<file path="config.mk">
export PLATFORM = sky130hd
export DESIGN_NAME = servo_command_line_decoder_core
export DESIGN_NICKNAME = d
export VERILOG_FILES = /design/src/rtl/core/scld_pkg.sv /design/src/rtl/core/scld_parser.sv /design/src/rtl/core/scld_cmd_queue.sv /design/src/rtl/core/scld_duty_pipe.sv /design/src/rtl/core/servo_command_line_decoder_core.sv
export SDC_FILE = /design/constraint.sdc
export NUM_CORES = 2
export LEC_CHECK = 0
export ABC_CLOCK_PERIOD_IN_PS = 10400
export BUFFER_PORTS_ARGS = -buffer_cell sky130_fd_sc_hd__buf_2
export CORE_MARGIN = 2
export CORE_UTILIZATION = 65
export CTS_BUF_LIST = sky130_fd_sc_hd__clkbuf_8
export CTS_CLUSTER_DIAMETER = 30
export DETAILED_ROUTE_END_ITERATION = 10
export PLACE_DENSITY = 0.82
export SLEW_MARGIN = 5
export SYNTH_ARGS = -nofsm -noshare
export SYNTH_HDL_FRONTEND = slang
export SYNTH_SLANG_ARGS = --single-unit
</file>
<file path="constraint.sdc">
create_clock -name clk -period 10.4 [get_ports clk]
set_input_delay 0.52 -clock clk [delete_from_list [all_inputs] [get_ports clk]]
set_output_delay 0.52 -clock clk [all_outputs]
set_load 0.01 [all_outputs]
</file>
<file path="src/rtl/core/scld_pkg.sv">
package scld_pkg;

  localparam int CHANNEL_COUNT = 16;
  localparam int LINE_MAX      = 128;
  localparam int FRAC_DIGITS   = 3;
  localparam int LEN_W         = $clog2(LINE_MAX + 1);

  // command queue between parser and duty pipeline
  localparam int Q_DEPTH = 4;
  localparam int Q_AW    = $clog2(Q_DEPTH);

  // result queue at the output
  localparam int OUT_DEPTH = 8;
  localparam int OUT_AW    = $clog2(OUT_DEPTH);

  localparam logic [17:0] ANGLE_FULL = 18'd180000;
  localparam logic [34:0] ID_LIMIT   = 35'd2147483648;
  localparam logic [31:0] ID_MAX_POS = 32'h7FFF_FFFF;

  // num / (180000 * 8) = (num >> 8) / 5625, the latter by exact reciprocal
  localparam int          DIV_SHIFT   = 8;
  localparam int          RECIP_SHIFT = 42;
  localparam logic [29:0] DUTY_RECIP  =
    30'(((64'd1 << RECIP_SHIFT) + 64'd5624) / 64'd5625);

  localparam logic [7:0] CH_TAB   = 8'd9;
  localparam logic [7:0] CH_LF    = 8'd10;
  localparam logic [7:0] CH_CR    = 8'd13;
  localparam logic [7:0] CH_SPACE = 8'd32;
  localparam logic [7:0] CH_PLUS  = 8'd43;
  localparam logic [7:0] CH_MINUS = 8'd45;
  localparam logic [7:0] CH_POINT = 8'd46;
  localparam logic [7:0] CH_ZERO  = 8'd48;
  localparam logic [7:0] CH_NINE  = 8'd57;
  localparam logic [7:0] CH_SEMI  = 8'd59;

  localparam logic CFG_PULSE_LO = 1'b0;
  localparam logic CFG_PULSE_HI = 1'b1;

  localparam logic [18:0] PULSE_LO_RST = 19'd13107;
  localparam logic [18:0] PULSE_HI_RST = 19'd65535;

  typedef enum logic [1:0] {
    ST_APPLIED = 2'd0,
    ST_IGNORED = 2'd1,
    ST_BAD     = 2'd2
  } status_t;

  typedef enum logic [1:0] {
    PH_ID    = 2'd0,
    PH_ANGLE = 2'd1,
    PH_REST  = 2'd2
  } phase_t;

  typedef enum logic [1:0] {
    IDS_LEAD   = 2'd0,
    IDS_SIGN   = 2'd1,
    IDS_DIGITS = 2'd2,
    IDS_STOP   = 2'd3
  } id_stage_t;

  typedef struct packed {
    status_t     status;
    logic [3:0]  channel;
    logic [17:0] angle;
  } cmd_t;

  typedef struct packed {
    logic full;
    logic empty;
  } q_stat_t;

  typedef struct packed {
    logic [3:0]  channel;
    logic [15:0] duty;
    status_t     status;
  } result_t;

  function automatic logic is_space(input logic [7:0] c);
    return (c == CH_SPACE) || ((c >= CH_TAB) && (c <= CH_CR));
  endfunction

  function automatic logic is_digit(input logic [7:0] c);
    return (c >= CH_ZERO) && (c <= CH_NINE);
  endfunction

  function automatic logic [6:0] frac_weight(input logic [1:0] idx);
    logic [6:0] w;
    case (idx)
      2'd0:    w = 7'd100;
      2'd1:    w = 7'd10;
      default: w = 7'd1;
    endcase
    return w;
  endfunction

endpackage

</file>
<file path="src/rtl/core/scld_parser.sv">
module scld_parser
  import scld_pkg::*;
(
  input  logic       clk,
  input  logic       rst_n,
  input  logic       char_valid,
  input  logic [7:0] char_code,
  output logic       cmd_push,
  output cmd_t       cmd
);

  logic [LEN_W-1:0] len_r, len_nxt;
  phase_t           phase_r, phase_nxt;
  id_stage_t        id_stage_r, id_stage_nxt;
  logic             id_neg_r, id_neg_nxt;
  logic             id_bad_r, id_bad_nxt;
  logic [31:0]      id_val_r, id_val_nxt;
  logic             a_neg_r, a_neg_nxt;
  logic             a_sign_r, a_sign_nxt;
  logic             a_dig_r, a_dig_nxt;
  logic             a_point_r, a_point_nxt;
  logic             a_stop_r, a_stop_nxt;
  logic             a_present_r, a_present_nxt;
  logic [17:0]      milli_r, milli_nxt;
  logic [1:0]       frac_cnt_r, frac_cnt_nxt;

  logic       is_eol, is_semi, len_full, line_clear, take_char;
  logic [3:0] dig;

  assign is_eol     = (char_code == CH_LF) || (char_code == CH_CR);
  assign is_semi    = (char_code == CH_SEMI);
  assign len_full   = (len_r >= LEN_W'(LINE_MAX));
  assign dig        = char_code[3:0];
  assign line_clear = char_valid && ((is_eol && (len_r != '0)) || (!is_eol && len_full));
  assign take_char  = char_valid && !is_eol && !len_full;
  assign cmd_push   = char_valid && is_eol && (len_r != '0);

  // field phase
  always_comb begin
    phase_nxt = phase_r;
    if (line_clear) begin
      phase_nxt = PH_ID;
    end else if (take_char) begin
      unique case (phase_r)
        PH_ID:    if (is_semi) phase_nxt = PH_ANGLE;
        PH_ANGLE: if (is_semi) phase_nxt = PH_REST;
        PH_REST:  phase_nxt = PH_REST;
        default:  phase_nxt = phase_r;
      endcase
    end
  end

  // field datapath
  always_comb begin
    logic [34:0] id_acc;
    logic [20:0] int_acc;
    logic        leading;
    id_acc  = ({3'b0, id_val_r} << 3) + ({3'b0, id_val_r} << 1) + 35'(dig);
    int_acc = ({3'b0, milli_r} << 3) + ({3'b0, milli_r} << 1) + 21'(dig) * 21'd1000;
    leading = !(a_sign_r || a_dig_r || a_point_r);

    len_nxt       = len_r;
    id_stage_nxt  = id_stage_r;
    id_neg_nxt    = id_neg_r;
    id_bad_nxt    = id_bad_r;
    id_val_nxt    = id_val_r;
    a_neg_nxt     = a_neg_r;
    a_sign_nxt    = a_sign_r;
    a_dig_nxt     = a_dig_r;
    a_point_nxt   = a_point_r;
    a_stop_nxt    = a_stop_r;
    a_present_nxt = a_present_r;
    milli_nxt     = milli_r;
    frac_cnt_nxt  = frac_cnt_r;

    if (line_clear) begin
      len_nxt       = '0;
      id_stage_nxt  = IDS_LEAD;
      id_neg_nxt    = 1'b0;
      id_bad_nxt    = 1'b0;
      id_val_nxt    = '0;
      a_neg_nxt     = 1'b0;
      a_sign_nxt    = 1'b0;
      a_dig_nxt     = 1'b0;
      a_point_nxt   = 1'b0;
      a_stop_nxt    = 1'b0;
      a_present_nxt = 1'b0;
      milli_nxt     = '0;
      frac_cnt_nxt  = '0;
    end else if (take_char) begin
      len_nxt = len_r + LEN_W'(1);
      if (phase_r == PH_ID && !is_semi && id_stage_r != IDS_STOP) begin
        if (is_digit(char_code)) begin
          if (id_acc > ID_LIMIT) begin
            id_val_nxt = 32'(ID_LIMIT + 35'd1);
            id_bad_nxt = 1'b1;
          end else begin
            id_val_nxt = id_acc[31:0];
          end
          id_stage_nxt = IDS_DIGITS;
        end else if (id_stage_r == IDS_LEAD && is_space(char_code)) begin
          id_stage_nxt = id_stage_r;
        end else if (id_stage_r == IDS_LEAD &&
                     (char_code == CH_PLUS || char_code == CH_MINUS)) begin
          id_stage_nxt = IDS_SIGN;
          if (char_code == CH_MINUS) id_neg_nxt = 1'b1;
        end else begin
          if (id_stage_r != IDS_DIGITS) id_bad_nxt = 1'b1;
          id_stage_nxt = IDS_STOP;
        end
      end
      if (phase_r == PH_ANGLE) begin
        a_present_nxt = 1'b1;
        if (!is_semi && !a_stop_r) begin
          if (is_digit(char_code)) begin
            a_dig_nxt = 1'b1;
            if (!a_point_r) begin
              milli_nxt = (int_acc > 21'(ANGLE_FULL)) ? ANGLE_FULL : int_acc[17:0];
            end else if ((32'(frac_cnt_r) < 32'(FRAC_DIGITS)) && (frac_cnt_r != 2'd3)) begin
              milli_nxt    = milli_r + 18'(dig) * 18'(frac_weight(frac_cnt_r));
              frac_cnt_nxt = frac_cnt_r + 2'd1;
            end
          end else if (char_code == CH_POINT && !a_point_r) begin
            a_point_nxt = 1'b1;
          end else if (leading && is_space(char_code)) begin
            a_stop_nxt = a_stop_r;
          end else if (leading && (char_code == CH_PLUS || char_code == CH_MINUS)) begin
            a_sign_nxt = 1'b1;
            if (char_code == CH_MINUS) a_neg_nxt = 1'b1;
          end else begin
            a_stop_nxt = 1'b1;
          end
        end
      end
    end
  end

  // line classification, valid in the cycle of the line end
  always_comb begin
    logic id_ok, out_range;
    id_ok     = !id_bad_r && (id_stage_r == IDS_DIGITS || id_stage_r == IDS_STOP);
    if (id_ok && !id_neg_r && (id_val_r > ID_MAX_POS)) id_ok = 1'b0;
    out_range = (id_neg_r && id_val_r != '0) || (id_val_r > 32'd15) ||
                (id_val_r >= 32'(CHANNEL_COUNT));
    cmd.channel = '0;
    cmd.angle   = '0;
    if (!id_ok) begin
      cmd.status = ST_BAD;
    end else if (!a_present_r) begin
      cmd.status = ST_IGNORED;
    end else if (!a_dig_r) begin
      cmd.status = ST_BAD;
    end else if (out_range) begin
      cmd.status = ST_IGNORED;
    end else begin
      cmd.status  = ST_APPLIED;
      cmd.channel = id_val_r[3:0];
      cmd.angle   = a_neg_r ? '0 : ((milli_r > ANGLE_FULL) ? ANGLE_FULL : milli_r);
    end
  end

  always_ff @(posedge clk) begin
    if (!rst_n) begin
      len_r       <= '0;
      phase_r     <= PH_ID;
      id_stage_r  <= IDS_LEAD;
      id_neg_r    <= 1'b0;
      id_bad_r    <= 1'b0;
      id_val_r    <= '0;
      a_neg_r     <= 1'b0;
      a_sign_r    <= 1'b0;
      a_dig_r     <= 1'b0;
      a_point_r   <= 1'b0;
      a_stop_r    <= 1'b0;
      a_present_r <= 1'b0;
      milli_r     <= '0;
      frac_cnt_r  <= '0;
    end else begin
      len_r       <= len_nxt;
      phase_r     <= phase_nxt;
      id_stage_r  <= id_stage_nxt;
      id_neg_r    <= id_neg_nxt;
      id_bad_r    <= id_bad_nxt;
      id_val_r    <= id_val_nxt;
      a_neg_r     <= a_neg_nxt;
      a_sign_r    <= a_sign_nxt;
      a_dig_r     <= a_dig_nxt;
      a_point_r   <= a_point_nxt;
      a_stop_r    <= a_stop_nxt;
      a_present_r <= a_present_nxt;
      milli_r     <= milli_nxt;
      frac_cnt_r  <= frac_cnt_nxt;
    end
  end

endmodule

</file>
<file path="src/rtl/core/scld_cmd_queue.sv">
module scld_cmd_queue
  import scld_pkg::*;
(
  input  logic    clk,
  input  logic    rst_n,
  input  logic    push,
  input  cmd_t    push_cmd,
  input  logic    pop,
  output cmd_t    head_cmd,
  output q_stat_t stat
);

  cmd_t            mem [Q_DEPTH];
  logic [Q_AW-1:0] wr_ptr_r, wr_ptr_nxt;
  logic [Q_AW-1:0] rd_ptr_r, rd_ptr_nxt;
  logic [Q_AW:0]   cnt_r, cnt_nxt;
  logic            do_push, do_pop;

  assign stat.full  = (cnt_r == (Q_AW + 1)'(Q_DEPTH));
  assign stat.empty = (cnt_r == '0);
  assign do_push    = push && !stat.full;
  assign do_pop     = pop && !stat.empty;
  assign head_cmd   = mem[rd_ptr_r];

  always_comb begin
    wr_ptr_nxt = wr_ptr_r;
    rd_ptr_nxt = rd_ptr_r;
    cnt_nxt    = cnt_r;
    if (do_push) begin
      wr_ptr_nxt = (wr_ptr_r == Q_AW'(Q_DEPTH - 1)) ? '0 : wr_ptr_r + Q_AW'(1);
    end
    if (do_pop) begin
      rd_ptr_nxt = (rd_ptr_r == Q_AW'(Q_DEPTH - 1)) ? '0 : rd_ptr_r + Q_AW'(1);
    end
    if (do_push && !do_pop) cnt_nxt = cnt_r + (Q_AW + 1)'(1);
    if (!do_push && do_pop) cnt_nxt = cnt_r - (Q_AW + 1)'(1);
  end

  always_ff @(posedge clk) begin
    if (do_push) mem[wr_ptr_r] <= push_cmd;
  end

  always_ff @(posedge clk) begin
    if (!rst_n) begin
      wr_ptr_r <= '0;
      rd_ptr_r <= '0;
      cnt_r    <= '0;
    end else begin
      wr_ptr_r <= wr_ptr_nxt;
      rd_ptr_r <= rd_ptr_nxt;
      cnt_r    <= cnt_nxt;
    end
  end

endmodule

</file>
<file path="src/rtl/core/scld_duty_pipe.sv">
module scld_duty_pipe
  import scld_pkg::*;
(
  input  logic        clk,
  input  logic        rst_n,
  input  q_stat_t     q_stat,
  input  cmd_t        head_cmd,
  output logic        cmd_pop,
  input  logic [18:0] lo_eighths,
  input  logic [18:0] hi_eighths,
  input  logic        res_pop,
  output logic        res_empty,
  output result_t     res
);

  // stage a: the two products of the linear map
  logic        va_r;
  logic [36:0] a_p0_r, a_p1_r;
  status_t     a_stat_r;
  logic [3:0]  a_chan_r;
  // stage b: sum with the power-of-two part of the divisor removed
  logic        vb_r;
  logic [28:0] b_x_r;
  status_t     b_stat_r;
  logic [3:0]  b_chan_r;
  // stage c: reciprocal product
  logic        vc_r;
  logic [58:0] c_t_r;
  status_t     c_stat_r;
  logic [3:0]  c_chan_r;

  result_t           omem [OUT_DEPTH];
  logic [OUT_AW-1:0] owr_ptr_r, owr_ptr_nxt;
  logic [OUT_AW-1:0] ord_ptr_r, ord_ptr_nxt;
  logic [OUT_AW:0]   ocnt_r, ocnt_nxt;
  logic              opush, opop;
  result_t           ores;

  logic [17:0] angle_comp;
  logic [37:0] b_sum;

  // only issue when the result queue has a slot for everything in flight
  assign cmd_pop = !q_stat.empty &&
                   ((32'(ocnt_r) + 32'(va_r) + 32'(vb_r) + 32'(vc_r)) < 32'(OUT_DEPTH));

  assign angle_comp = ANGLE_FULL - head_cmd.angle;
  assign b_sum      = 38'(a_p0_r) + 38'(a_p1_r);

  always_ff @(posedge clk) begin
    a_p0_r   <= 37'(lo_eighths) * 37'(angle_comp);
    a_p1_r   <= 37'(hi_eighths) * 37'(head_cmd.angle);
    a_stat_r <= head_cmd.status;
    a_chan_r <= head_cmd.channel;
    b_x_r    <= b_sum[DIV_SHIFT +: 29];
    b_stat_r <= a_stat_r;
    b_chan_r <= a_chan_r;
    c_t_r    <= 59'(b_x_r) * 59'(DUTY_RECIP);
    c_stat_r <= b_stat_r;
    c_chan_r <= b_chan_r;
  end

  always_ff @(posedge clk) begin
    if (!rst_n) begin
      va_r <= 1'b0;
      vb_r <= 1'b0;
      vc_r <= 1'b0;
    end else begin
      va_r <= cmd_pop;
      vb_r <= va_r;
      vc_r <= vb_r;
    end
  end

  always_comb begin
    ores.status  = c_stat_r;
    ores.channel = c_chan_r;
    ores.duty    = (c_stat_r == ST_APPLIED) ? c_t_r[RECIP_SHIFT +: 16] : '0;
  end

  assign opush     = vc_r;
  assign res_empty = (ocnt_r == '0);
  assign opop      = res_pop && !res_empty;
  assign res       = omem[ord_ptr_r];

  always_comb begin
    owr_ptr_nxt = owr_ptr_r;
    ord_ptr_nxt = ord_ptr_r;
    ocnt_nxt    = ocnt_r;
    if (opush) begin
      owr_ptr_nxt = (owr_ptr_r == OUT_AW'(OUT_DEPTH - 1)) ? '0 : owr_ptr_r + OUT_AW'(1);
    end
    if (opop) begin
      ord_ptr_nxt = (ord_ptr_r == OUT_AW'(OUT_DEPTH - 1)) ? '0 : ord_ptr_r + OUT_AW'(1);
    end
    if (opush && !opop) ocnt_nxt = ocnt_r + (OUT_AW + 1)'(1);
    if (!opush && opop) ocnt_nxt = ocnt_r - (OUT_AW + 1)'(1);
  end

  always_ff @(posedge clk) begin
    if (opush) omem[owr_ptr_r] <= ores;
  end

  always_ff @(posedge clk) begin
    if (!rst_n) begin
      owr_ptr_r <= '0;
      ord_ptr_r <= '0;
      ocnt_r    <= '0;
    end else begin
      owr_ptr_r <= owr_ptr_nxt;
      ord_ptr_r <= ord_ptr_nxt;
      ocnt_r    <= ocnt_nxt;
    end
  end

endmodule

</file>
<file path="src/rtl/core/servo_command_line_decoder_core.sv">
// Servo command line decoder. Bytes of lines "id;angle" ended by LF or CR go in one per
// cycle while in_full is low; each non-empty line gives one result (channel, duty,
// status) on the result queue. Status 0 applies the duty, 1 means no angle or an id
// outside the channel range, 2 means a malformed number; for status 1 and 2 channel and
// duty read 0. That byte rate is set by the parser updating its field state in a single
// step per byte. A line end reaches the result queue through the command queue, then a
// three-stage duty pipeline (products, sum, reciprocal divide). in_full rises only while
// four finished lines wait in the command queue, which happens when results are not popped.
// The duty registers are to be written only while no line is in flight.
module servo_command_line_decoder_core
  import scld_pkg::*;
(
  input  logic        clk,
  input  logic        rst_n,
  input  logic        in_push,
  output logic        in_full,
  input  logic [7:0]  in_char_code,
  output logic        out_empty,
  input  logic        out_pop,
  output logic [3:0]  out_channel,
  output logic [15:0] out_duty,
  output logic [1:0]  out_status,
  input  logic        cfg_we,
  input  logic        cfg_index,
  input  logic [18:0] cfg_wdata
);

  logic [18:0] lo_eighths_r, hi_eighths_r;
  logic        char_valid, cmd_push, cmd_pop;
  cmd_t        new_cmd, head_cmd;
  q_stat_t     q_stat;
  result_t     res;

  always_ff @(posedge clk) begin
    if (!rst_n) begin
      lo_eighths_r <= PULSE_LO_RST;
      hi_eighths_r <= PULSE_HI_RST;
    end else if (cfg_we) begin
      unique case (cfg_index)
        CFG_PULSE_LO: lo_eighths_r <= cfg_wdata;
        CFG_PULSE_HI: hi_eighths_r <= cfg_wdata;
        default:      lo_eighths_r <= lo_eighths_r;
      endcase
    end
  end

  assign in_full    = q_stat.full;
  assign char_valid = in_push && !in_full;

  scld_parser u_parser (
    .clk       (clk),
    .rst_n     (rst_n),
    .char_valid(char_valid),
    .char_code (in_char_code),
    .cmd_push  (cmd_push),
    .cmd       (new_cmd)
  );

  scld_cmd_queue u_queue (
    .clk     (clk),
    .rst_n   (rst_n),
    .push    (cmd_push),
    .push_cmd(new_cmd),
    .pop     (cmd_pop),
    .head_cmd(head_cmd),
    .stat    (q_stat)
  );

  scld_duty_pipe u_duty (
    .clk       (clk),
    .rst_n     (rst_n),
    .q_stat    (q_stat),
    .head_cmd  (head_cmd),
    .cmd_pop   (cmd_pop),
    .lo_eighths(lo_eighths_r),
    .hi_eighths(hi_eighths_r),
    .res_pop   (out_pop),
    .res_empty (out_empty),
    .res       (res)
  );

  assign out_channel = res.channel;
  assign out_duty    = res.duty;
  assign out_status  = res.status;

endmodule

</file>
# Word level (Yosys, flattened, before mapping)
# Memories as Yosys holds them, arrays and structs flattened. A register that Yosys moved wholly into a read port is not among the register bits.
# Cells that the tools add are included.
[totals]
rom_bits = 0
reg_bits = 306
memories = 2
mem_bits_rw = 272
latch_bits = 0
out_inout_bits = 24
[classes]
n_reduce_logical = 83
mux = 51
n_eq_ne = 26
shift = 0
magnitude_cmp = 13
n_div = 0
add_sub_neg = 20
n_mul = 5
bitwise_logic = 7
[memory_table]
columns = ["memory", "depth", "width", "read_ports", "rd_clocked_by_memory_dff", "wr", "line", "text"]
rows = [
  ["u_duty.omem", 8, 22, 1, 1, 1, "scld_duty_pipe.sv:32", "result_t omem [OUT_DEPTH];"],
  ["u_queue.mem", 4, 24, 1, 1, 1, "scld_cmd_queue.sv:13", "cmd_t mem [Q_DEPTH];"],
]
[op_table]
columns = ["op", "count"]
rows = [
  ["$mux 18", 5],
  ["$mux 22", 4],
  ["$mul 19x18->37", 2],
  ["$add 32x1->32", 2],
  ["$mul 29x27->55 const B", 1],
  ["$mux 7", 7],
  ["$eq 8x6->1 const B", 5],
  ["$add 37x37->37", 1],
  ["$add 35x33->35", 1],
  ["$add 35x4->35", 1],
  ["$gt 35x32->1 const B", 1],
  ["$ge 32x5->1 const B", 1],
  ["$gt 32x31->1 const B", 1],
  ["$gt 32x4->1 const B", 1],
  ["$lt 32x4->1 const B", 1],
  ["$mux 32", 1],
  ["$reduce_bool 32->1", 1],
  ["$logic_and 1x1->1", 31],
  ["$mux 2", 12],
  ["$add 21x14->21", 1],
  ["$add 21x19->21", 1],
  ["$gt 21x18->1 const B", 1],
  ["$add 18x11->18", 1],
  ["$gt 18x18->1 const B", 1],
  ["other kinds (45)", 121],
]

# Longest topological paths before layout
[logic_depth]
depth_word = 13
depth_mapped = 36
depth_no_buf = 32

# By module
# A second synthesis with hierarchy kept.
[unflattened]
cells_unflattened = 6084
area_unflattened_um2 = 62341.0
[by_module_without_submodules]
columns = ["mod", "cells_each", "area_per_inst_um2", "instances"]
rows = [
  ["scld_duty_pipe", 4699, 48056.1, 1],
  ["scld_parser", 1037, 8708.4, 1],
  ["scld_cmd_queue", 182, 3997.6, 1],
  ["servo_command_line_decoder_core", 166, 1579.0, 1],
]

# Worst setup path after synthesis
# No wires, ideal clock.
[synth_path]
path_type = "register to register"
startpoint = "register with a tool-made name"
endpoint = "register u_duty.a_p0_r[36]"
path_buffers = 4
setup_time_ns = 0.072
arrival_ns = 8.790
period_less_slack_ns = 8.862
t_required_ns = 10.328
setup_slack_ns = 1.538
stages_incl_launch_ff = 35
cell_sequence = "dfxtp_1 clkbuf_1 mux4_2 clkbuf_1 clkbuf_1 inv_1 ha_1 nand2_1 o21ai_0 nor3b_1 nor2_1 and3_1 xnor2_1 clkbuf_1 nand2_1 fa_1 inv_1 fa_1 fa_1 fa_1 fa_1 inv_1 fa_1 inv_1 ha_1 a21o_1 a21o_1 a21oi_1 o21ai_0 nor4_1 a21oi_1 a211oi_1 o31ai_1 a21oi_1 xnor2_1"
[synth_rtl]
columns = ["element", "line", "text"]
rows = [
  ["end signal: assignment", "scld_duty_pipe.sv:50", "a_p0_r <= 37'(lo_eighths) * 37'(angle_comp);"],
  ["end: declaration", "scld_duty_pipe.sv:18", "logic [36:0] a_p0_r, a_p1_r;"],
]

==> qor.yml <==
outcome:
  status: "complete, no violations"
synthesis:
  synth_cells: 6048
  yosysSeqAreaShare_pct: 22.1
  synth_area_um2: 61500
  async_flop_share_pct: 0
  synth_flop_cell: "edfxtp_1"
  syn-num-nets: 7725
  synth.distinct_cells: 83
  synth_edf_count: 272
  synth_warnings: 0
  ys_ff_latch: 544
  avgSynthCellArea_um2: 10.2
cts:
  clk_pin_slew_worst_paths_ns: 0.06
  clk_latency_ns: 0.75
  cts_setup_buffers: 0
  root_buffer: "clkbuf_8"
  cts_tree: "done"
  cts_resized: 0
  cts_buffers: 95
  clock-sinks: 544
  cts-htree-levels: 3
  cts_max_path_buffers: 3
  holdBufCountCts: 8
die:
  dieWidth_um: 312
  coreArea_um2: 93600
  die-area_um2: 97100
  io_pins: 57
  rows: 112
  initial_core_util_pct: 65.7
  die_h_um: 312
global_route:
  grt_max_degree: 45
  antenna_found_initial: 2
  grt_pass1_vias: 45000
  grt_pass1_wl_um: 231000
  grt_overflow: 0
  globalRouteTotalUtil_pct: 29.8
final_layout:
  layout_common_cells: "inv_1 (1430), fa_1 (966), ha_1 (678)"
  fin_nets: 7757
  final_common_cell: "inv_1"
  fillers: 6786
  drive_gt1_share_pct: 6.45
  syn2layout_area_growth_pct: 6.16
critical_path:
  crit_path_start_kind: "register"
  worstPathRequired_ns: 10.99
  cpPeakStageDelay_ns: 0.80
  critPathMaxFanout: 19
  worst-setup-path-type: "register to register"
  arrival_ns: 10.23
  path_buf_inv: 6
  critPathSlowestCell: "a2111oi_0"
  cpMostUsedCell: "fa_1"
  end_kind: "register"
  crit_family: "adder cells"
hold_path:
  hold_path.class: "input pin to register"
timing:
  setup_viol: 0
  worst_slew_pin_slew_ns: 1.17
  fin_skew_ns: 0.0470
  rsz0062_at_grt: "false"
  maxClockFrequency_mhz: 104
  hold_viol_final: 0
  setup_tns_ns: 0
  maxSlewHeadroom_pct: 21.9
  timing.final.max_slew_violations: 0
  post-route-min-period_ns: 9.64
  fin_crit_sh_pct: 92.7
drt:
  avgRoutedWirePerCell_um: 19.0
  drt-total-wl_um: 141000
  drc: 0
  viasPerCell: 5.70
  ant_nets: 0
  drtIter0Drc: 3446
  firstDrtPassIters: 5
  num_vias: 42300
run:
  cap_violations: 0
place:
  place.gp.congestion: 0.951
  io_buffers: 56
  dp_hpwl_um: 112000
[registers in the layout, indices dropped and copies added, names as in the netlist, 3 cells and up, named ones only]
name,flops
u_duty.omem,176
u_queue.mem,96
u_duty.a_p0_r,37
u_duty.a_p1_r,37
u_parser.id_val_r,32
u_duty.b_x_r,29
hi_eighths_r,19
lo_eighths_r,19
u_parser.milli_r,18
u_duty.c_t_r,16
u_parser.len_r,8
u_duty.a_chan_r,4
u_duty.b_chan_r,4
u_duty.c_chan_r,4
u_duty.ocnt_r,4
u_duty.ord_ptr_r,3
u_duty.owr_ptr_r,3
u_queue.cnt_r,3
[final cells by class]
cell class / count / area, um2 / area share [%]
clock buffers: 105 / 1450 / 2.21
clock inverters: 69 / 659 / 1.01
well taps: 1254 / 1570 / 2.40
repair buffers: 123 / 803 / 1.23
flip-flops and latches: 544 / 13600 / 20.9
multi-input cells: 3906 / 41900 / 64.2
inverters: 1410 / 5290 / 8.11
diodes: 2 / 5.00 / 0.00767
[worst paths after layout]
path | startpoint | to | slack, ns | depth (start not counted)
setup / recovery | register | u_duty.a_p0_r[35] | 0.76 | 29
hold reg to reg | u_duty.a_chan_r[3] | u_duty.b_chan_r[3] | 0.33 | 0
setup reg to reg | register | u_duty.a_p0_r[35] | 0.76 | 29
hold / removal | cfg_wdata[7] | hi_eighths_r[7] | 0.04 | 3
[routing by layer]
layer / part of all wire, % / global-route usage, %
met4: 3.4 / 9.83
met2: 48 / 49.0
met1: 41 / 40.5
met5: 0.070 / 0.741
met3: 7.4 / 4.96
[cell usage after synthesis, drive strengths merged (22+ instances only)]
cell	count	area [um2]
fa	966	19300
and3	26	163
o21bai	22	165
mux2	23	259
nor2	150	566
o21ai	95	483
xor2	60	526
dfxtp	272	5450
mux4	68	1530
xnor2	122	1070
a21oi	203	1020
nand3	65	330
a31oi	24	150
a21o	79	593
nor3	50	262
nand2	641	2410
nand4	27	169
ha	678	8480
nand2b	24	150
clkbuf	156	586
nor4	25	171
edfxtp	272	8170
a22o	27	236
inv	1410	5290
and2	279	1750
buf	32	144
o21a	32	240
[kinds of logic after synthesis]
group,Yosys count,synth area share [%]
muxes,102,3.09
and+or+nand+nor,1357,10.5
buffers and inverters,1598,9.79
adders and majority gates,1644,45.2
AOI/OAI and AO/OA,621,6.66
xor gates and xnor gates,182,2.59
DFF,544,22.1
[metrics by stage]
stage / std cells / hold WS (ns) / area, um2 / setup WS, ns / util (%)
CTS: 7411 / 0.00141 / 65300 / 0.806 / 69.7
finish: 7413 / 0.0405 / 65300 / 0.763 / 69.7
global placement: 7229 / 0.313 / 63100 / 1.15 / 67.4
global route: 7412 / 0.0301 / 65300 / 0.0491 / 69.7
detailed placement: 7229 / 0.313 / 63100 / 0.883 / 67.4
floorplan: 6048 / 0.310 / 61500 / 1.54 / -
[tightest hold or removal path, delay by kind of cell]
kind,cells,cell delay (ns)
simple gates,2,0.12
buf+inv,1,0.10
Power is left out: the tool's default activity adds up to more than one toggle a clock period on the data nets, which glitch-free logic cannot reach.
